**src/hdl/pwl_pkg.sv**
```systemverilog
`timescale 1ns / 1ps
package pwl_pkg;

  localparam int MAX_POINTS_DEF    = 16;
  localparam int FRACTION_BITS_DEF = 16;
  localparam int QUEUE_DEPTH       = 4;

  localparam logic CMD_EVAL = 1'b0;
  localparam logic CMD_LOAD = 1'b1;

  localparam logic [4:0] NUM_POINTS_RST = 5'd2;

  typedef struct packed {
    logic               command;
    logic [3:0]         entry_index;
    logic signed [31:0] x_value;
    logic signed [31:0] slope_value;
    logic signed [31:0] intercept_value;
  } pwl_in_t;

  typedef struct packed {
    logic signed [31:0] result_value;
    logic               out_of_range;
    logic               saturated;
  } pwl_out_t;

  // classified evaluation waiting for the datapath
  typedef struct packed {
    logic signed [31:0] x;
    logic signed [31:0] slope;
    logic signed [31:0] intercept;
    logic               oor;
  } pwl_job_t;

endpackage

```
**src/hdl/pwl_front.sv**
```systemverilog
`timescale 1ns / 1ps
module pwl_front #(
  parameter int MAX_POINTS = 16
) (
  input  logic              clk,
  input  logic              rst_n,
  input  logic              cfg_we,
  input  logic [4:0]        cfg_wdata,
  input  logic              push,
  input  pwl_pkg::pwl_in_t  in_item,
  input  logic              q_full,
  output logic              q_push,
  output pwl_pkg::pwl_job_t q_job
);
  import pwl_pkg::*;

  // only sixteen entries are addressable by a load
  localparam int DEPTH = (MAX_POINTS < 16) ? MAX_POINTS : 16;
  localparam int IW    = $clog2(DEPTH);

  logic [4:0]         num_points_r;
  logic signed [31:0] bp_r    [DEPTH];
  logic signed [31:0] slope_r [DEPTH];
  logic signed [31:0] icpt_r  [DEPTH];

  logic               accept;
  logic               do_load;
  logic [6:0]         n_use;
  logic [IW-1:0]      seg;
  logic               found;
  logic               below;

  assign accept  = push && !q_full;
  assign do_load = accept && (in_item.command == CMD_LOAD) &&
                   (32'(in_item.entry_index) < MAX_POINTS);

  always_ff @(posedge clk) begin
    if (!rst_n) begin
      num_points_r <= NUM_POINTS_RST;
    end else if (cfg_we) begin
      num_points_r <= cfg_wdata;
    end
  end

  always_ff @(posedge clk) begin
    if (do_load) begin
      bp_r[in_item.entry_index[IW-1:0]]    <= in_item.x_value;
      slope_r[in_item.entry_index[IW-1:0]] <= in_item.slope_value;
      icpt_r[in_item.entry_index[IW-1:0]]  <= in_item.intercept_value;
    end
  end

  always_comb begin
    if ({2'b00, num_points_r} < 7'd2) begin
      n_use = 7'd2;
    end else if ({2'b00, num_points_r} > 7'(MAX_POINTS)) begin
      n_use = 7'(MAX_POINTS);
    end else begin
      n_use = {2'b00, num_points_r};
    end
  end

  // first breakpoint at or above x wins, so scan from the top down
  always_comb begin
    seg   = '0;
    found = 1'b0;
    for (int k = DEPTH - 1; k >= 1; k--) begin
      if ((7'(k) < n_use) && (in_item.x_value <= bp_r[k])) begin
        seg   = IW'(k - 1);
        found = 1'b1;
      end
    end
  end

  assign below = in_item.x_value < bp_r[0];

  assign q_push          = accept && (in_item.command == CMD_EVAL);
  assign q_job.x         = in_item.x_value;
  assign q_job.slope     = slope_r[seg];
  assign q_job.intercept = icpt_r[seg];
  assign q_job.oor       = below || !found;

endmodule

```
**config.mk**
```make
export PLATFORM = sky130hd
export DESIGN_NAME = pwl_front
export DESIGN_NICKNAME = d
export VERILOG_FILES = /design/src/hdl/pwl_pkg.sv /design/src/hdl/pwl_front.sv
export SDC_FILE = /design/constraint.sdc
export NUM_CORES = 2
export LEC_CHECK = 0
export BUFFER_PORTS_ARGS = -buffer_cell sky130_fd_sc_hd__clkbuf_2
export CAP_MARGIN = 15
export CORE_UTILIZATION = 60
export DETAILED_ROUTE_END_ITERATION = 7
export PLACE_DENSITY_LB_ADDON = 0.08
export SLEW_MARGIN = 10
export SYNTH_ARGS = -nofsm -noshare
export SYNTH_HDL_FRONTEND = slang
export SYNTH_SLANG_ARGS = --single-unit
```
**constraint.sdc**
```tcl
create_clock -name clk -period 11.7 [get_ports clk]
set_input_delay 2.34 -clock clk [delete_from_list [all_inputs] [get_ports clk]]
set_output_delay 2.34 -clock clk [all_outputs]
set_load 0.005 [all_outputs]
```
==> flow_summary.ini <==
[outcome]
status = complete, no violations

[global_route]
grt_pass1_vias = 44400
grt_max_degree = 148
grt.overflow.total = 0
antenna_found_initial = 7
track_usage = 0.306
grt_pass1_wl_um = 270000

[cells_and_area]
syn_to_final_growth_pct = 11.3
post-route-util = 0.677
mostFrequentLayoutCell = edfxtp_1
design_area_um2 = 77700
layout-drive-gt1-share = 0.115
mostFrequentLayoutCells = edfxtp_1, inv_1, ha_1
nets = 5959

[synthesis]
synth_nets = 5768
synth-async-reset-ratio = 0
synth-seq-cells = 1498
ys_seq_area_frac = 0.643
post_synth.cell_area_avg_um2 = 13.6
syn-instance-count = 5146
synthFlopType = edfxtp_1
synth_cell_types = 82
synth_edf_count = 1493
synth_area_um2 = 69900
yosys_warnings = 0

[timing]
fin_setup_tns_ns = 0
drv_slew = 0
fin_worst_hold_slack_ns = 0.677
fmax_ghz = 0.0925
hold_violations = 0
setup_viol = 0
tightest_slew_ns = 1.07
post-route-min-period_ns = 10.81
post-route-period-util = 0.924
max_slew_margin = 0.270
finalClockSkew_ns = 0
rsz0062_at_grt = no

[setup_path]
slowest_delay_ns = 0.95
crit_top_cell = buf_4
criticalPathCategory = input port to primary output
cp.required_ns = 9.36
critical-path-top-delay-family = buffers and inverters
cp.depth = 19
path_buf_inv = 6
crit_slowest_cell = nor4_1
reg2reg_depth = 2
worstPathMaxFanout = 142
cp-start-kind = input port
crit_chain = clkbuf_2 > buf_4 > buf_4 > ha_1 > nand4_1 > nor4_1 > nor2_1 > o21ai_1 > nand2b_1 > o21ai_0 > nor3_1 > o311ai_4 > buf_12 > buf_4 > and3_1 > a211oi_1 > o32ai_1 > a211o_1 > clkbuf_2
end_kind = primary output
worst-endpoint-arrival_ns = 8.47

[power_and_ir_drop]
pwr-share-clk = 0.380
cell_internal_pwr_mw = 9.24
p_switching_mw = 3.28
switching_share = 0.262
seq_power_share = 0.475
powerDensity_nw_per_um2 = 161
vdd_drop_max_v = 0.000186
p_leak_nw = 28.9
comb_power_share = 0.144

[hold_path]
hold_path.class = register to register
min_path_cells = 2

[floorplan]
ios = 209
initial_utilization = 0.608
rows = 124
die-area_um2 = 118000
core-area_um2 = 115000
die_w_um = 343
die_h_um = 343

[place]
placed_cell_area_um2 = 72900
gp_congestion = 0.887
dpl.hpwl_um = 104000
portBuffers = 208

[clock_tree]
clk_latency_ns = 0.76
htree_levels = 4
root_buffer = clkbuf_16
cts_made_buffers = 155
cts.clk_slew.worst_paths_ns = 0.05
clock-sinks = 1498
cts_tree = yes
postCtsSetupRepairBufs = 0
cts_hold_buf = 0
cts_resized = 0
cts_buffer_depth = 3

[route]
ant_nets = 0
dr.pass1.iters = 6
wirelength_um = 180000
vias = 45200
viasPerCell = 6.48
wl_per_cell_um = 25.8
drtIter0Drc = 4125
remaining_drc_errors = 0

[job]
cap_violations = 0
-- tightest hold or removal path, cell delays in order (launching register included) --
cell,delay (ns)
dfxtp_1,0.41
mux2i_1,0.16
nor2b_1,0.06
-- logic make-up after synthesis --
family          synth area share
fa+ha+maj                 0.0915
compound gates             0.122
flops                      0.643
mux                       0.0199
simple gates              0.0758
buf+inv                   0.0477
-- cells in the mapped netlist (48+ instances only) --
library cell / n / area, µm²
and3_1: 119 / 744
o21ai_0: 131 / 656
a21oi_1: 192 / 961
nand4_1: 103 / 644
a211o_1: 52 / 455
a21o_1: 48 / 360
a31oi_1: 57 / 357
o31ai_1: 94 / 706
nor3_1: 118 / 591
o21a_1: 102 / 766
nor2_1: 90 / 338
a21boi_0: 52 / 390
a211oi_1: 187 / 1400
mux2i_1: 70 / 701
clkbuf_1: 223 / 837
inv_1: 524 / 1970
ha_1: 511 / 6390
nand2_1: 227 / 852
nand3_1: 60 / 300
nor4_1: 128 / 801
a221oi_1: 51 / 447
edfxtp_1: 1493 / 44800
-- layout make-up --
class                      instances  area, µm²
fill                            8061      37100
clock buffer                     190       4100
clock inverter                    93        766
timing repair buffer             342       2250
multi-input combinational       2816      21800
inverter                         524       1970
tap                             1512       1890
antenna                            2       5.00
sequential                      1498      44900
-- through the flow --
step,worst slack (ns),total power [mW],cells
2_1_floorplan,1.62,7.12,5146
3_3_place_gp,0.869,7.82,6692
3_5_place_dp,0.921,7.85,6692
4_1_cts,0.879,12.6,6975
5_1_grt,0.623,12.9,6977
6_report,0.885,12.5,6977
-- metal layers --
metal	global-route usage	vias up	part of all wire
met5	0	-	0.00038
met4	0.124	10	0.038
met3	0.0530	371	0.079
met2	0.502	1953	0.48
met1	0.406	22400	0.40
li1	-	20400	-
-- power groups by stage --
stage                     registers [mW]  clock network, mW  logic, mW
after floorplan                     6.07                  0       1.05
after global placement              6.06                  0       1.76
after detailed placement            6.06                  0       1.79
after CTS                           5.95               4.82       1.80
after global routing                5.95               5.01       1.94
final                               5.95               4.76       1.81
-- state kept, by name, indices dropped and copies added, names as in the netlist --
register / cells
bp_r: 512
slope_r: 491
num_points_r: 5
icpt_r: 490
-- worst paths after layout --
path	start	endpoint	slack [ns]
max	in_item[92]	q_job[53]	0.89
min	num_points_r[0]$_SDFFE_PN0P_	num_points_r[0]$_SDFFE_PN0P_	0.68
max reg2reg	num_points_r[2]$_SDFFE_PN0P_	num_points_r[2]$_SDFFE_PN0P_	10.65
min reg2reg	num_points_r[0]$_SDFFE_PN0P_	num_points_r[0]$_SDFFE_PN0P_	0.68
Note: power is estimated with default switching activity, not from simulation.
