**src/hdl/pwl_pkg.sv**
```systemverilog
`timescale 1ns / 1ps
package pwl_pkg;

  localparam int MAX_POINTS_DEF    = 16;
  localparam int FRACTION_BITS_DEF = 16;
  localparam int QUEUE_DEPTH       = 4;

  localparam logic CMD_EVAL = 1'b0;
  localparam logic CMD_LOAD = 1'b1;

  localparam logic [4:0] NUM_POINTS_RST = 5'd2;

  typedef struct packed {
    logic               command;
    logic [3:0]         entry_index;
    logic signed [31:0] x_value;
    logic signed [31:0] slope_value;
    logic signed [31:0] intercept_value;
  } pwl_in_t;

  typedef struct packed {
    logic signed [31:0] result_value;
    logic               out_of_range;
    logic               saturated;
  } pwl_out_t;

  // classified evaluation waiting for the datapath
  typedef struct packed {
    logic signed [31:0] x;
    logic signed [31:0] slope;
    logic signed [31:0] intercept;
    logic               oor;
  } pwl_job_t;

endpackage

```
**src/hdl/pwl_back.sv**
```systemverilog
`timescale 1ns / 1ps
module pwl_back #(
  parameter int FRACTION_BITS = 16
) (
  input  logic              clk,
  input  logic              rst_n,
  input  logic              q_empty,
  input  pwl_pkg::pwl_job_t q_job,
  output logic              q_pop,
  output logic              empty,
  input  logic              pop,
  output pwl_pkg::pwl_out_t out_item
);
  import pwl_pkg::*;

  logic               s1_valid_r;
  logic signed [63:0] prod_r;
  logic signed [31:0] icpt_r;
  logic               oor_r;

  logic               s2_valid_r;
  pwl_out_t           out_r, out_nxt;

  logic               s1_ready, s2_ready;
  logic signed [63:0] shifted;
  logic signed [64:0] sum;
  logic               ovf;

  assign s2_ready = !s2_valid_r || pop;
  assign s1_ready = !s1_valid_r || s2_ready;
  assign q_pop    = !q_empty && s1_ready;

  always_ff @(posedge clk) begin
    if (!rst_n) begin
      s1_valid_r <= 1'b0;
    end else if (s1_ready) begin
      s1_valid_r <= q_pop;
    end
  end

  always_ff @(posedge clk) begin
    if (q_pop) begin
      prod_r <= 64'(q_job.slope) * 64'(q_job.x);
      icpt_r <= q_job.intercept;
      oor_r  <= q_job.oor;
    end
  end

  // arithmetic shift gives floor rounding
  assign shifted = prod_r >>> FRACTION_BITS;
  assign sum     = 65'(shifted) + 65'(icpt_r);
  assign ovf     = !((sum[64:31] == '0) || (sum[64:31] == '1));

  always_comb begin
    out_nxt.out_of_range = oor_r;
    out_nxt.saturated    = 1'b0;
    out_nxt.result_value = sum[31:0];
    if (oor_r) begin
      out_nxt.result_value = '0;
    end else if (ovf) begin
      out_nxt.saturated    = 1'b1;
      out_nxt.result_value = sum[64] ? 32'sh8000_0000 : 32'sh7fff_ffff;
    end
  end

  always_ff @(posedge clk) begin
    if (!rst_n) begin
      s2_valid_r <= 1'b0;
    end else if (s2_ready) begin
      s2_valid_r <= s1_valid_r;
    end
  end

  always_ff @(posedge clk) begin
    if (s2_ready && s1_valid_r) begin
      out_r <= out_nxt;
    end
  end

  assign empty    = !s2_valid_r;
  assign out_item = out_r;

  a_oor_zero: assert property (@(posedge clk) disable iff (!rst_n)
    (s2_valid_r && out_r.out_of_range) |-> (out_r.result_value == '0 && !out_r.saturated))
    else $error("out-of-range item carries a value");

  a_hold_stall: assert property (@(posedge clk) disable iff (!rst_n)
    (s2_valid_r && !pop) |=> (s2_valid_r && $stable(out_r)))
    else $error("waiting result changed");

  a_reset_empty: assert property (@(posedge clk)
    !rst_n |=> (!s1_valid_r && !s2_valid_r))
    else $error("datapath not empty after reset");

endmodule

```
**config.mk**
```make
export PLATFORM = sky130hd
export DESIGN_NAME = pwl_back
export DESIGN_NICKNAME = d
export VERILOG_FILES = /design/src/hdl/pwl_pkg.sv /design/src/hdl/pwl_back.sv
export SDC_FILE = /design/constraint.sdc
export NUM_CORES = 2
export LEC_CHECK = 0
export BUFFER_PORTS_ARGS = -buffer_cell sky130_fd_sc_hd__buf_2
export CORE_UTILIZATION = 50
export CTS_CLUSTER_DIAMETER = 40
export CTS_CLUSTER_SIZE = 16
export DETAILED_ROUTE_END_ITERATION = 7
export PLACE_DENSITY = 0.66
export SYNTH_ARGS = -nofsm -noshare
export SYNTH_HDL_FRONTEND = slang
export SYNTH_SLANG_ARGS = --single-unit
```
**constraint.sdc**
```tcl
create_clock -name clk -period 23.4 [get_ports clk]
set_input_delay 4.68 -clock clk [delete_from_list [all_inputs] [get_ports clk]]
set_output_delay 4.68 -clock clk [all_outputs]
set_load 0.01 [all_outputs]
```
==> impl_metrics.json <==
{
  "fin_area_um2": 44390,
  "regToRegSetupSlack_ns": 18.08,
  "drt_iter0_drc": 1743,
  "fmax_mhz": 76.77,
  "slowest_delay_ns": 0.68,
  "dr.pass1.iters": 5,
  "fin_cells": 5452,
  "grt_max_degree": 65,
  "yosysTopAreaCell": "fa_1",
  "grt.overflow.total": 0,
  "crit_path_start_kind": "input port",
  "area_growth_pct": 4.602,
  "synth_area_um2": 42440,
  "routed-via-count": 29600,
  "cts_hold_buffers": 0,
  "rsz0062_at_grt": "false",
  "synth_flop_cell": "edfxtp_1",
  "grt_use_total_pct": 27.63,
  "post_cts_buffers": 0,
  "layout_min_cycle_time_ns": 13.03,
  "cpLargestDelayFamily": "adder cells",
  "worstPathRequired_ns": 23.58,
  "nNetsFinal": 5715,
  "cpMostUsedCell": "fa_1",
  "place_congestion": 0.9022,
  "endpoint_kind": "register",
  "tightest_slew_ns": 0.9577,
  "crit_fanout": 32,
  "setup_viol": 0,
  "synth_nets": 5767,
  "finClkSkew_ns": 0.008855,
  "grt_pass1_vias": 33280,
  "clockBufferDepth": 2,
  "cts.clk_slew.worst_paths_ns": 0.06,
  "synth-async-reset-ratio_pct": 0,
  "drcViolationCount": 0,
  "place_inst": 5419,
  "hp-class": "reg -> reg",
  "grt_pass1_wl_um": 182800,
  "synth_edf_count": 115,
  "multiInputGateArea_um2": 34420,
  "initial_core_util_pct": 50.63,
  "ant_nets": 0,
  "std_cell_rows": 106,
  "ys_seq_area_share_pct": 8.231,
  "htree_num_levels": 4,
  "cp.arrival_ns": 13.21,
  "routed_wirelength_um": 111800,
  "die_h_um": 293.3,
  "place_area_um2": 43780,
  "setup_tns_ns": 0,
  "synth_cell_types": 86,
  "dp_hpwl_um": 89210,
  "yosysTopAreaCellShare_pct": 51.04,
  "finalHoldViolCount": 0,
  "slew_headroom_pct": 36.16,
  "num-fill-cells": 7710,
  "core_um2": 83820,
  "drv_cap": 0,
  "regArea_um2": 3493,
  "crit_chain": "buf_2 -> and2_1 -> fa_1 -> fa_1 -> inv_1 -> fa_1 -> fa_1 -> inv_1 -> fa_1 -> fa_1 -> fa_1 -> fa_1 -> ha_1 -> and4_1 -> o2111a_1 -> o21ai_1 -> a2111oi_2 -> o2111ai_2 -> a2111oi_1 -> or3_1 -> a31o_2 -> a41oi_1 -> o21ba_1 -> xnor2_1",
  "synth_seq_cells": 117,
  "fp.dieArea_um2": 86050,
  "crit_type": "in -> reg",
  "dieWidth_um": 293.3,
  "cts_root_buf": "clkbuf_16",
  "path_buf_inv": 3,
  "syn-mean-instance-area_um2": 9.743,
  "numCtsBuffers": 17,
  "clkSinkCount": 117,
  "io_buffer_count": 136,
  "ys_warn_count": 0,
  "cts_tree": "yes",
  "ios": 137,
  "synth.area.top_cells": "fa_1 51%, inv_1 8.6%, edfxtp_1 8.1%, and2_1 7.5%, ha_1 6.7%",
  "fin_hold_ws_ns": 0.5314,
  "antenna_found_initial": 5,
  "drive_above_1_share_pct": 5.606,
  "routed_via_density": 5.428,
  "slowest_stage": "a2111oi_2",
  "slew_violations": 0,
  "wire_per_inst_um": 20.51,
  "timing.final.crit_share_pct": 55.67,
  "cts-resized-gates": 0,
  "clk_latency_ns": 0.44,
  "status": "complete, no violations",
  "synthCells": 4356
}
[final cells by class]
cell class                      count  share of cell area [%]
Multi-Input combinational cell   3045                   77.52
Antenna cell                        1                0.005637
Timing Repair Buffer              155                   1.855
Tap cell                         1134                   3.196
Inverter                          968                   8.185
Clock buffer                       17                  0.9583
Clock inverter                     15                  0.4087
Sequential cell                   117                   7.869
[logic make-up (layout without fill, tap and decap cells)]
| logic type | Yosys count | count (layout) | synth area share (%) |
|---|---|---|---|
| AO/OA/AOI/OAI | 347 | 347 | 5.923 |
| XOR/XNOR | 89 | 89 | 1.837 |
| adder cells (fa/ha/maj) | 1310 | 1310 | 57.76 |
| buffers and inverters | 1194 | 1155 | 10.75 |
| flip-flops | 117 | 117 | 8.231 |
| multiplexers | 3 | 3 | 0.07370 |
| other | 0 | 1 | 0 |
| AND/OR/NAND/NOR | 1296 | 1296 | 15.42 |
[synth_stat cells, drive strengths merged, types with 36 or more instances]
cell type,count
edfxtp,115
ha,228
fa,1082
nor2,78
and2,510
o21ai,51
a21oi,100
a21o,36
xnor2,57
inv,968
nand2,557
clkbuf,204
[metrics by stage]
stage	worst slack, ns	utilization, %
2_1_floorplan	9.888	-
3_3_place_gp	10.24	52.24
3_5_place_dp	10.04	52.24
4_1_cts	10.50	52.96
5_1_grt	10.05	52.96
6_report	10.37	52.96
[registers in the layout (all words and copies together) (netlist names)]
register / cells
icpt_r: 32
oor_r: 1
out_item: 34
prod_r: 48
s1_valid_r: 1
s2_valid_r: 1
[cells in the final DEF (no fill, tap or decap), types with 21 or more instances in the layout]
cell type and instances:
fa_1 1082, and2_1 510, a21oi_1 95, ha_1 228, xor2_1 32, nor2_1 78, o21ai_0 42, o21a_1 25
xnor2_1 57, nand2b_1 21, inv_1 968, nand4_1 25, o31ai_2 27, buf_2 136, a21o_1 36, edfxtp_1 115
nand3_1 24, nand2_1 557, nor3_1 23
[tightest hold or removal path, stage by stage (launching register included)]
cell,delay (ns)
dfxtp_1,0.35
nand2_1,0.07
a21boi_0,0.07
[metal layers]
metal  vias up  part of all wire [%]  global-route usage, %
li1      12860                     -                      -
met5         -                 0.021                      0
met4         4                   3.9                  10.15
met1     15430                    41                  35.65
met2      1047                    50                  48.21
met3       263                   5.6                  2.799
[path summary, 6_finish.rpt]
| path | startpoint | end | cells after the start |
|---|---|---|---|
| hold reg to reg | s1_valid_r | s1_valid_r | 2 |
| setup reg to reg | icpt_r[31] | out_item[27] | 13 |
| hold / removal | s1_valid_r | s1_valid_r | 2 |
| setup / recovery | q_job[75] | prod_r[63] | 24 |
Power is left out: the tool's default activity adds up to more than one toggle a clock period on the data nets, which glitch-free logic cannot reach.
