--- src/hdl/pwl_pkg.sv ---
`timescale 1ns / 1ps
package pwl_pkg;

  localparam int MAX_POINTS_DEF    = 16;
  localparam int FRACTION_BITS_DEF = 16;
  localparam int QUEUE_DEPTH       = 4;

  localparam logic CMD_EVAL = 1'b0;
  localparam logic CMD_LOAD = 1'b1;

  localparam logic [4:0] NUM_POINTS_RST = 5'd2;

  typedef struct packed {
    logic               command;
    logic [3:0]         entry_index;
    logic signed [31:0] x_value;
    logic signed [31:0] slope_value;
    logic signed [31:0] intercept_value;
  } pwl_in_t;

  typedef struct packed {
    logic signed [31:0] result_value;
    logic               out_of_range;
    logic               saturated;
  } pwl_out_t;

  // classified evaluation waiting for the datapath
  typedef struct packed {
    logic signed [31:0] x;
    logic signed [31:0] slope;
    logic signed [31:0] intercept;
    logic               oor;
  } pwl_job_t;

endpackage

--- src/hdl/pwl_fifo.sv ---
`timescale 1ns / 1ps
module pwl_fifo (
  input  logic              clk,
  input  logic              rst_n,
  input  logic              push,
  input  pwl_pkg::pwl_job_t wdata,
  output logic              full,
  input  logic              pop,
  output pwl_pkg::pwl_job_t rdata,
  output logic              empty
);
  import pwl_pkg::*;

  localparam int PW = $clog2(QUEUE_DEPTH);
  localparam int CW = $clog2(QUEUE_DEPTH + 1);

  pwl_job_t      mem_r [QUEUE_DEPTH];
  logic [PW-1:0] wr_ptr_r, wr_ptr_nxt;
  logic [PW-1:0] rd_ptr_r, rd_ptr_nxt;
  logic [CW-1:0] count_r, count_nxt;
  logic          do_push, do_pop;

  assign full    = count_r == CW'(QUEUE_DEPTH);
  assign empty   = count_r == '0;
  assign do_push = push && !full;
  assign do_pop  = pop && !empty;
  assign rdata   = mem_r[rd_ptr_r];

  always_comb begin
    wr_ptr_nxt = wr_ptr_r;
    rd_ptr_nxt = rd_ptr_r;
    count_nxt  = count_r;
    if (do_push) begin
      wr_ptr_nxt = (wr_ptr_r == PW'(QUEUE_DEPTH - 1)) ? '0 : wr_ptr_r + 1'b1;
    end
    if (do_pop) begin
      rd_ptr_nxt = (rd_ptr_r == PW'(QUEUE_DEPTH - 1)) ? '0 : rd_ptr_r + 1'b1;
    end
    if (do_push && !do_pop) begin
      count_nxt = count_r + 1'b1;
    end else if (do_pop && !do_push) begin
      count_nxt = count_r - 1'b1;
    end
  end

  always_ff @(posedge clk) begin
    if (!rst_n) begin
      wr_ptr_r <= '0;
      rd_ptr_r <= '0;
      count_r  <= '0;
    end else begin
      wr_ptr_r <= wr_ptr_nxt;
      rd_ptr_r <= rd_ptr_nxt;
      count_r  <= count_nxt;
    end
  end

  always_ff @(posedge clk) begin
    if (do_push) begin
      mem_r[wr_ptr_r] <= wdata;
    end
  end

  a_count_bound: assert property (@(posedge clk) disable iff (!rst_n)
    count_r <= CW'(QUEUE_DEPTH))
    else $error("queue count beyond depth");

endmodule

--- config.mk ---
export PLATFORM = sky130hd
export DESIGN_NAME = pwl_fifo
export DESIGN_NICKNAME = d
export VERILOG_FILES = /design/src/hdl/pwl_pkg.sv /design/src/hdl/pwl_fifo.sv
export SDC_FILE = /design/constraint.sdc
export NUM_CORES = 1
export LEC_CHECK = 0
export CAP_MARGIN = 30
export CELL_PAD_IN_SITES_DETAIL_PLACEMENT = 1
export CELL_PAD_IN_SITES_GLOBAL_PLACEMENT = 2
export CORE_AREA = 2 2 209 149
export CTS_CLUSTER_DIAMETER = 100
export DETAILED_ROUTE_END_ITERATION = 8
export DIE_AREA = 0 0 211 151
export DONT_BUFFER_PORTS = 1
export PLACE_DENSITY = 0.77
export SLEW_MARGIN = 5
export SYNTH_ARGS = -nofsm -noshare
export SYNTH_HDL_FRONTEND = slang
export SYNTH_SLANG_ARGS = --single-unit
--- constraint.sdc ---
create_clock -name clk -period 5.75 [get_ports clk]
set_clock_uncertainty 0.15 [all_clocks]
set_input_delay 1.15 -clock clk [delete_from_list [all_inputs] [get_ports clk]]
set_output_delay 1.15 -clock clk [all_outputs]
set_load 0.005 [all_outputs]
==> metrics.yaml, run 1 <==
status:
  outcome: "finished clean"
timing:
  layout_min_cycle_time_ns: 3.69
  setup_viol: 0
  timing.final.crit_share: 0.642
  timing_hold_violations_final: 0
  slew_viol_final: 0
  rsz0062_at_grt: "no"
  finalWorstSetupSlack_ns: 2.06
  hold_slack_ns: 0.366
  fmax_mhz: 271
  slew_headroom: 0.367
  tns_ns: 0
  worstMarginPinSlew_ns: 0.949
grt:
  grt_max_degree: 60
  gr-total-overflow: 0
  grt_pass1_wl_microns: 41100
  grtUsageTotal: 0.178
  first_global_vias: 6429
  grt_antenna_before_repair: 0
clocking:
  cts.sinks: 397
  clkTransAtPathRegs_ns: 0.06
  cts_made_buffers: 37
  clk_path_buf_depth: 3
  hold_buffers: 0
  htree_num_levels: 2
  cts_resized: 0
  insertion_delay_ns: 0.52
  root_buffer: "clkbuf_16"
  cts_tree: "yes"
  cts_setup_buffers: 0
power:
  combPwrFrac: 0.169
  ir_worst_vdd_uv: 265
  power.total_mw: 7.14
  p_switching_mw: 1.76
  power_leakage_nw: 4.93
  p_int_mw: 5.38
  pwr-share-clk: 0.321
  p_sw_frac: 0.246
  p_per_area_nw_per_um2: 443
  seqPwrFrac: 0.511
floorplanning:
  core_sq_um: 29800
  pin_count: 200
  die_area_sq_um: 31900
  num_rows: 53
  initial_core_util: 0.486
  die_width_microns: 211
  die_h_microns: 151
final_layout:
  area_growth_pct: 11.4
  fin_cells: 1001
  utilization: 0.541
  insertedDiodeCount: 0
  design_area_sq_um: 16100
  drive_gt1_frac: 0.271
  nets: 695
synth:
  synth_common_cells: "edfxtp_1 (388), mux4_2 (97), buf_2 (11), dfxtp_1 (9), clkbuf_1 (8)"
  ys.flop_type: "edfxtp_1"
  synth.cell_area_sq_um: 14500
  synth_top_area_cell: "edfxtp_1"
  yosys-top-cells-area: "edfxtp_1 (81%), mux4_2 (15%), dfxtp_1 (1.2%)"
  yosysMostFrequentCell: "edfxtp_1"
  yosysWarnings: 0
  synth-seq-cells: 397
  synth.net_count: 666
  synth_cell_types: 24
  synth_edf_count: 388
  synth_async_sr_flop_share: 0
  yosysSeqAreaShare: 0.818
  syn_area_per_cell_sq_um: 25.9
  netlist.area_leader.share: 0.806
  synthCells: 558
placement:
  place_hpwl_microns: 17300
  dp.cells: 931
  io_buffers: 0
  dpl_cell_area_sq_um: 14900
  pre_cts_slack_ns: 2.18
  routabilityCongestion: 0.782
worst_setup_path:
  critPathLaunchType: "register"
  cp.arrival_ns: 2.39
  worst_setup_path_end_kind: "primary output"
  cp_max_fo: 30
  path_class: "reg2out"
  critPathRequiredTime_ns: 4.45
routing:
  routed_wl_microns: 28000
  drtIter0Drc: 414
  vias: 5813
  avgViaCountPerCell: 5.81
  wire_per_inst_microns: 28.0
  ant_nets: 0
  drtPass1Iterations: 4
  drc: 0
job:
  drv_cap: 0
worst_hold_path:
  hold_path_class: "reg2reg"
==> cell usage in the layout (no fill, tap or decap) <==
cell and n:
buf_12 1, o31ai_1 1, nor2_1 2, buf_4 10
or3_1 1, dfxtp_1 7, bufinv_16 1, nor3b_1 1
clkinv_2 8, buf_16 3, and2_1 1, fa_1 1
o21ai_0 3, nand2_1 6, nor2b_1 2, clkinv_1 8
clkinvlp_4 1, mux4_2 97, clkbuf_1 10, inv_1 3
nand3_1 2, dfxtp_4 2, and2_4 4, a21boi_0 1
edfxtp_1 388, mux2i_1 3, ha_1 6, nor3_1 1
clkbuf_16 39, inv_6 1, xnor2_1 1, xor2_1 1
==> registers in the layout, summed over array words and instances (netlist names), named ones only <==
register / cells
wr_ptr_r: 2
rd_ptr_r: 2
mem_r: 388
count_r: 3
==> power by group through the flow <==
stage               Sequential, mW  Clock, mW  Combinational, mW
floorplan                     3.66          0              0.970
global placement              3.76          0               1.12
detailed placement            3.77          0               1.18
CTS                           3.71       2.34               1.19
global route                  3.68       2.44               1.30
finish                        3.65       2.29               1.21
==> final timing paths <==
path / start / depth (start not counted) / slack [ns] / to
worst max register to register: count_r[0] / 4 / 2.85 / mem_r[2][57]
worst max-delay path: register / 3 / 2.06 / rdata[5]
worst min register to register: wr_ptr_r[1] / 2 / 0.37 / wr_ptr_r[1]
worst min-delay path: wr_ptr_r[1] / 2 / 0.37 / wr_ptr_r[1]
==> final cells by class <==
cell class              count  area, sq um
flip-flops and latches    397        11800
fillers                  2422        13700
well taps                 385          482
inverters                   3         11.3
clock buffers              49         1010
multi-input cells         134         2470
repair buffers             14          178
clock inverters            19          116
==> worst max-delay path: stages (launching register included) <==
cell and delay (ns):
dfxtp_4 0.55, buf_16 0.27, buf_4 0.40, mux4_2 0.62
==> logic make-up after synthesis <==
logic type               synth area share
multiplexers                        0.153
AND/OR/NAND/NOR                   0.00710
adder cells (fa/ha/maj)           0.00658
buffers and inverters              0.0116
XOR/XNOR                          0.00121
AO/OA/AOI/OAI                     0.00208
flip-flops                          0.818
==> routing by layer <==
metal / vias up / share of wire / global-route usage
met2: 206 / 0.50 / 0.291
li1: 2451 / - / -
met5: - / 0 / 0
met4: 0 / 0.018 / 0.0489
met3: 37 / 0.10 / 0.0753
met1: 3119 / 0.38 / 0.220
Power figures use the tool's default switching activity.
==> inputs of run 2 (changes only) <==
CORE_AREA = 2 2 218 155   (was 2 2 209 149)
DIE_AREA = 0 0 220 157   (was 0 0 211 151)
PLACE_DENSITY = 0.75   (was 0.77)
clock period = 3.25 ns   (was 5.75 ns; I/O delays follow)
==> metrics.yaml, run 2 (synthesis results as in run 1) <==
worst_setup_path:
  r2r-start: "count_r[1]"
  cp.arrival_ns: 2.10
  reg2reg_slack_ns: 0.73
  critPathLaunchType: "register"
  cp_max_fo: 39
  r2r-end: "count_r[2]"
  r2r_cells: 7
  worst_setup_path_end_kind: "primary output"
  critPathRequiredTime_ns: 2.45
  path_class: "reg2out"
grt:
  grt_pass1_wl_microns: 40100
  gr-total-overflow: 0
  first_global_vias: 6460
  grt_antenna_before_repair: 0
  grtUsageTotal: 0.158
  grt_max_degree: 57
final_layout:
  top_register: "mem_r"
  nets: 697
  largest_reg_flops: 388
  layout_commonest_cell: "edfxtp_1"
  mostFrequentLayoutCells: "edfxtp_1 (388), mux4_2 (97), clkbuf_16 (41), clkinv_2 (10), buf_12 (10)"
  insertedDiodeCount: 0
  top_regs: "mem_r x388, count_r x3"
  drive_gt1_frac: 0.284
  fillers: 2725
  area_growth_pct: 13.3
  design_area_sq_um: 16400
placement:
  dpl_cell_area_sq_um: 15100
  io_buffers: 0
  pre_cts_slack_ns: 0.716
  place_hpwl_microns: 16500
  routabilityCongestion: 0.702
floorplanning:
  initial_core_util: 0.449
  die_h_microns: 157
  num_rows: 55
  core_sq_um: 32200
  die_area_sq_um: 34500
  pin_count: 200
  die_width_microns: 220
timing:
  slew_headroom: 0.589
  tns_ns: 0
  worstMarginPinSlew_ns: 0.617
  timing_hold_violations_final: 0
  setup_viol: 0
  timing.final.crit_share: 0.893
  slew_viol_final: 0
  finalWorstSetupSlack_ns: 0.347
  rsz0062_at_grt: "no"
  fmax_mhz: 344
  layout_min_cycle_time_ns: 2.90
power:
  p_sw_frac: 0.238
  power_leakage_nw: 5.03
  combPwrFrac: 0.164
  power.total_mw: 13.1
  pwr-share-clk: 0.342
  p_per_area_nw_per_um2: 797
  p_switching_mw: 3.11
  seqPwrFrac: 0.494
  p_int_mw: 9.95
  ir_worst_vdd_uv: 521
routing:
  avgViaCountPerCell: 5.50
  routed_wl_microns: 26700
  drtIter0Drc: 332
  vias: 5756
  ant_nets: 0
  drtPass1Iterations: 5
  wire_per_inst_microns: 25.6
  drc: 0
clocking:
  root_buffer: "clkbuf_16"
  insertion_delay_ns: 0.52
  cts.sinks: 397
  hold_buffers: 0
  clk_path_buf_depth: 3
  clkTransAtPathRegs_ns: 0.06
  cts_setup_buffers: 0
  htree_num_levels: 2
  cts_made_buffers: 38
  cts_tree: "yes"
  cts_resized: 0
worst_hold_path:
  worstHoldEndpoint: "mem_r[1][32]"
  hold_depth: 0
  min_from: "wdata[32]"
  hold_path_class: "in2reg"
job:
  drv_cap: 0
status:
  outcome: "finished clean"
[run 2: cell types whose count changed in the layout (fill, tap and decap cells not counted)]
cell,delta
bufinv_16,+4
clkinv_2,+2
buf_4,-5
clkbuf_1,-6
buf_12,+9
inv_6,-1
buf_16,-3
clkbuf_16,+2
clkinv_4,+1
[run 2: worst max path at each step]
stage,from,endpoint,slack (ns),cells after the start
2_1_floorplan,push,mem_r[0][0],0.42,3
4_1_cts,register,rdata[2],0.26,2
3_3_place_gp,push,count_r[2],0.79,8
3_5_place_dp,count_r[1],count_r[2],0.72,7
6_report,register,rdata[53],0.35,2
5_1_grt,register,rdata[1],0.19,2
[run 2: layout make-up]
type | instances | area (sq um) | share of cell area
clock buffers | 45 | 1040 | 0.0636
clock inverters | 25 | 246 | 0.0150
inverters | 3 | 11.3 | 0.000687
multi-input cells | 134 | 2470 | 0.151
flip-flops and latches | 397 | 11800 | 0.723
well taps | 427 | 534 | 0.0326
repair buffers | 15 | 238 | 0.0145
[run 2: layer usage]
layer / wire (microns) / up-vias / track usage / part of all wire
li1: - / 2455 / - / -
met1: 10800 / 3092 / 0.196 / 0.40
met2: 13000 / 174 / 0.255 / 0.48
met3: 2600 / 35 / 0.0705 / 0.097
met4: 410 / 0 / 0.0422 / 0.015
met5: 0 / - / 0 / 0
[run 2: per-stage QoR]
step | hold WS [ns] | util | std cells
after floorplan | 0.318 | - | 558
after global placement | 0.331 | 0.469 | 976
after detailed placement | 0.351 | 0.469 | 976
after CTS | 0.0336 | 0.509 | 1046
after global routing | 0.0313 | 0.509 | 1046
final | 0.0684 | 0.509 | 1046
[run 2: critical path, cell delays in order (launching register included)]
cell	delay (ns)
dfxtp_4	0.56
buf_12	0.37
mux4_2	0.61
[run 2: power groups by stage]
stage | Clock [mW] | Combinational [mW] | Sequential (mW)
final | 4.46 | 2.14 | 6.45
after global routing | 4.76 | 2.33 | 6.51
after CTS | 4.60 | 2.21 | 6.47
after detailed placement | 0 | 2.20 | 6.58
after global placement | 0 | 2.17 | 6.52
after floorplan | 0 | 1.72 | 6.44
==> inputs of run 3 (changes only) <==
ABC_AREA = 1   (was unset)
CORE_AREA = 2 2 234 167   (was 2 2 218 155)
CTS_CLUSTER_SIZE = 20   (was unset)
DIE_AREA = 0 0 236 169   (was 0 0 220 157)
PLACE_DENSITY = 0.74   (was 0.75)
==> metrics.yaml, run 3 <==
status:
  outcome: "finished clean"
synth:
  syn_area_per_cell_sq_um: 14.7
  yosys-top-cells-area: "edfxtp_1 (79%), nor2_1 (5.3%), o21ai_0 (4.5%)"
  synth_top_area_cell: "edfxtp_1"
  synth_common_cells: "edfxtp_1 (388), nor2_1 (211), o21ai_0 (133), o22ai_1 (97), o21ai_1 (63)"
  synth_async_sr_flop_share: 0
  synth-seq-cells: 397
  yosysSeqAreaShare: 0.797
  synth_edf_count: 388
  synthCells: 1009
  netlist.area_leader.share: 0.785
  yosysMostFrequentCell: "edfxtp_1"
  yosysWarnings: 0
  synth_cell_types: 20
  ys.flop_type: "edfxtp_1"
  synth.cell_area_sq_um: 14800
  synth.net_count: 1117
timing:
  slew_viol_final: 0
  worstMarginPinSlew_ns: 0.627
  fmax_mhz: 334
  setup_viol: 0
  hold_slack_ns: 0.0425
  finalWorstSetupSlack_ns: 0.259
  layout_min_cycle_time_ns: 2.99
  rsz0062_at_grt: "no"
  slew_headroom: 0.582
  timing.final.crit_share: 0.920
  timing_hold_violations_final: 0
  tns_ns: 0
power:
  p_sw_frac: 0.315
  seqPwrFrac: 0.522
  combPwrFrac: 0.239
  p_per_area_nw_per_um2: 760
  p_int_mw: 8.38
  pwr-share-clk: 0.238
  power_leakage_nw: 5.07
  power.total_mw: 12.2
  p_switching_mw: 3.86
  ir_worst_vdd_uv: 407
grt:
  gr-total-overflow: 0
  grt_pass1_wl_microns: 51200
  first_global_vias: 8354
  grt_max_degree: 115
  grtUsageTotal: 0.167
  grt_antenna_before_repair: 1
clocking:
  hold_buffers: 0
  root_buffer: "clkbuf_16"
  insertion_delay_ns: 0.54
  cts.sinks: 397
  cts_setup_buffers: 0
  clkTransAtPathRegs_ns: 0.09
  cts_made_buffers: 23
  cts_tree: "yes"
  htree_num_levels: 1
  clk_path_buf_depth: 3
  cts_resized: 0
worst_hold_path:
  hold_path_class: "in2reg"
floorplanning:
  die_h_microns: 169
  die_width_microns: 236
  pin_count: 200
  num_rows: 60
  die_area_sq_um: 39900
  initial_core_util: 0.393
  core_sq_um: 37800
final_layout:
  fillers: 3774
  insertedDiodeCount: 0
  largest_reg_flops: 388
  top_register: "mem_r"
  area_growth_pct: 8.47
  mostFrequentLayoutCells: "edfxtp_1 (388), nor2_1 (207), o21ai_0 (133), o22ai_1 (97), o21ai_1 (63)"
  layout_commonest_cell: "edfxtp_1"
  nets: 1098
  drive_gt1_frac: 0.0506
  regArea_sq_um: 11800
  top_regs: "mem_r x388, count_r x3"
  fin_cells: 1503
  multiInputGateArea_sq_um: 2590
worst_setup_path:
  cp.arrival_ns: 2.19
  cpPeakStageDelay_ns: 0.56
  critical_path_buf_inv_count: 1
  cp_slowest_cell: "dfxtp_4"
  cp_top_family: "flip-flops"
  cp_max_fo: 114
  critPathLaunchType: "register"
  critPathRequiredTime_ns: 2.45
  path_cells: "buf_12, o21ai_0, o22ai_1"
  worst_setup_path_end_kind: "primary output"
  path_class: "reg2out"
routing:
  routed_wl_microns: 33700
  drtIter0Drc: 447
  drtPass1Iterations: 4
  avgViaCountPerCell: 5.35
  drc: 0
  vias: 8044
  ant_nets: 0
  wire_per_inst_microns: 22.4
placement:
  pre_cts_slack_ns: 0.754
  routabilityCongestion: 0.701
  dp.cells: 1461
  place_hpwl_microns: 19300
  io_buffers: 0
job:
  drv_cap: 0
-- run 3: cells by family (layout without fill, tap and decap cells) --
kind of cell,count (synthesis),after routing,synth area share
AO/OA/AOI/OAI,295,295,0.108
adder cells (fa/ha/maj),7,7,0.00641
buffers and inverters,81,79,0.0301
flip-flops,397,397,0.797
AND/OR/NAND/NOR,229,229,0.0584
-- run 3: worst paths after layout --
| path | start | to | slack [ns] | depth (start not counted) |
|---|---|---|---|---|
| worst min register to register | count_r[0] | count_r[0] | 0.37 | 2 |
| worst max register to register | count_r[1] | count_r[1] | 0.90 | 9 |
| worst min-delay path | wdata[76] | mem_r[2][76] | 0.04 | 0 |
| worst max-delay path | register | rdata[2] | 0.26 | 3 |
-- run 3: cell type report --
type / instances / share of cell area
Timing Repair Buffer: 18 / 0.0195
Inverter: 19 / 0.00482
Multi-Input combinational cell: 531 / 0.161
Clock inverter: 2 / 0.000855
Sequential cell: 397 / 0.736
Tap cell: 496 / 0.0386
Clock buffer: 40 / 0.0397
-- run 3: power by group through the flow --
stage / Sequential [mW] / Combinational [mW] / Clock (mW)
CTS: 6.40 / 3.02 / 3.02
finish: 6.39 / 2.93 / 2.91
global placement: 6.50 / 2.95 / 0
global route: 6.44 / 3.30 / 3.18
detailed placement: 6.52 / 3.01 / 0
floorplan: 6.49 / 2.07 / 0
-- run 3: stage by stage --
step	utilization	instance area [sq um]
final	0.426	16100
after global placement	0.409	15400
after floorplan	-	14800
after CTS	0.426	16100
after detailed placement	0.409	15400
after global routing	0.426	16100
-- run 3: metal layers --
| layer | track usage | part of all wire |
|---|---|---|
| met1 | 0.223 | 0.45 |
| met2 | 0.275 | 0.47 |
| met3 | 0.0499 | 0.064 |
| met4 | 0.0310 | 0.017 |
| met5 | 0 | 0 |
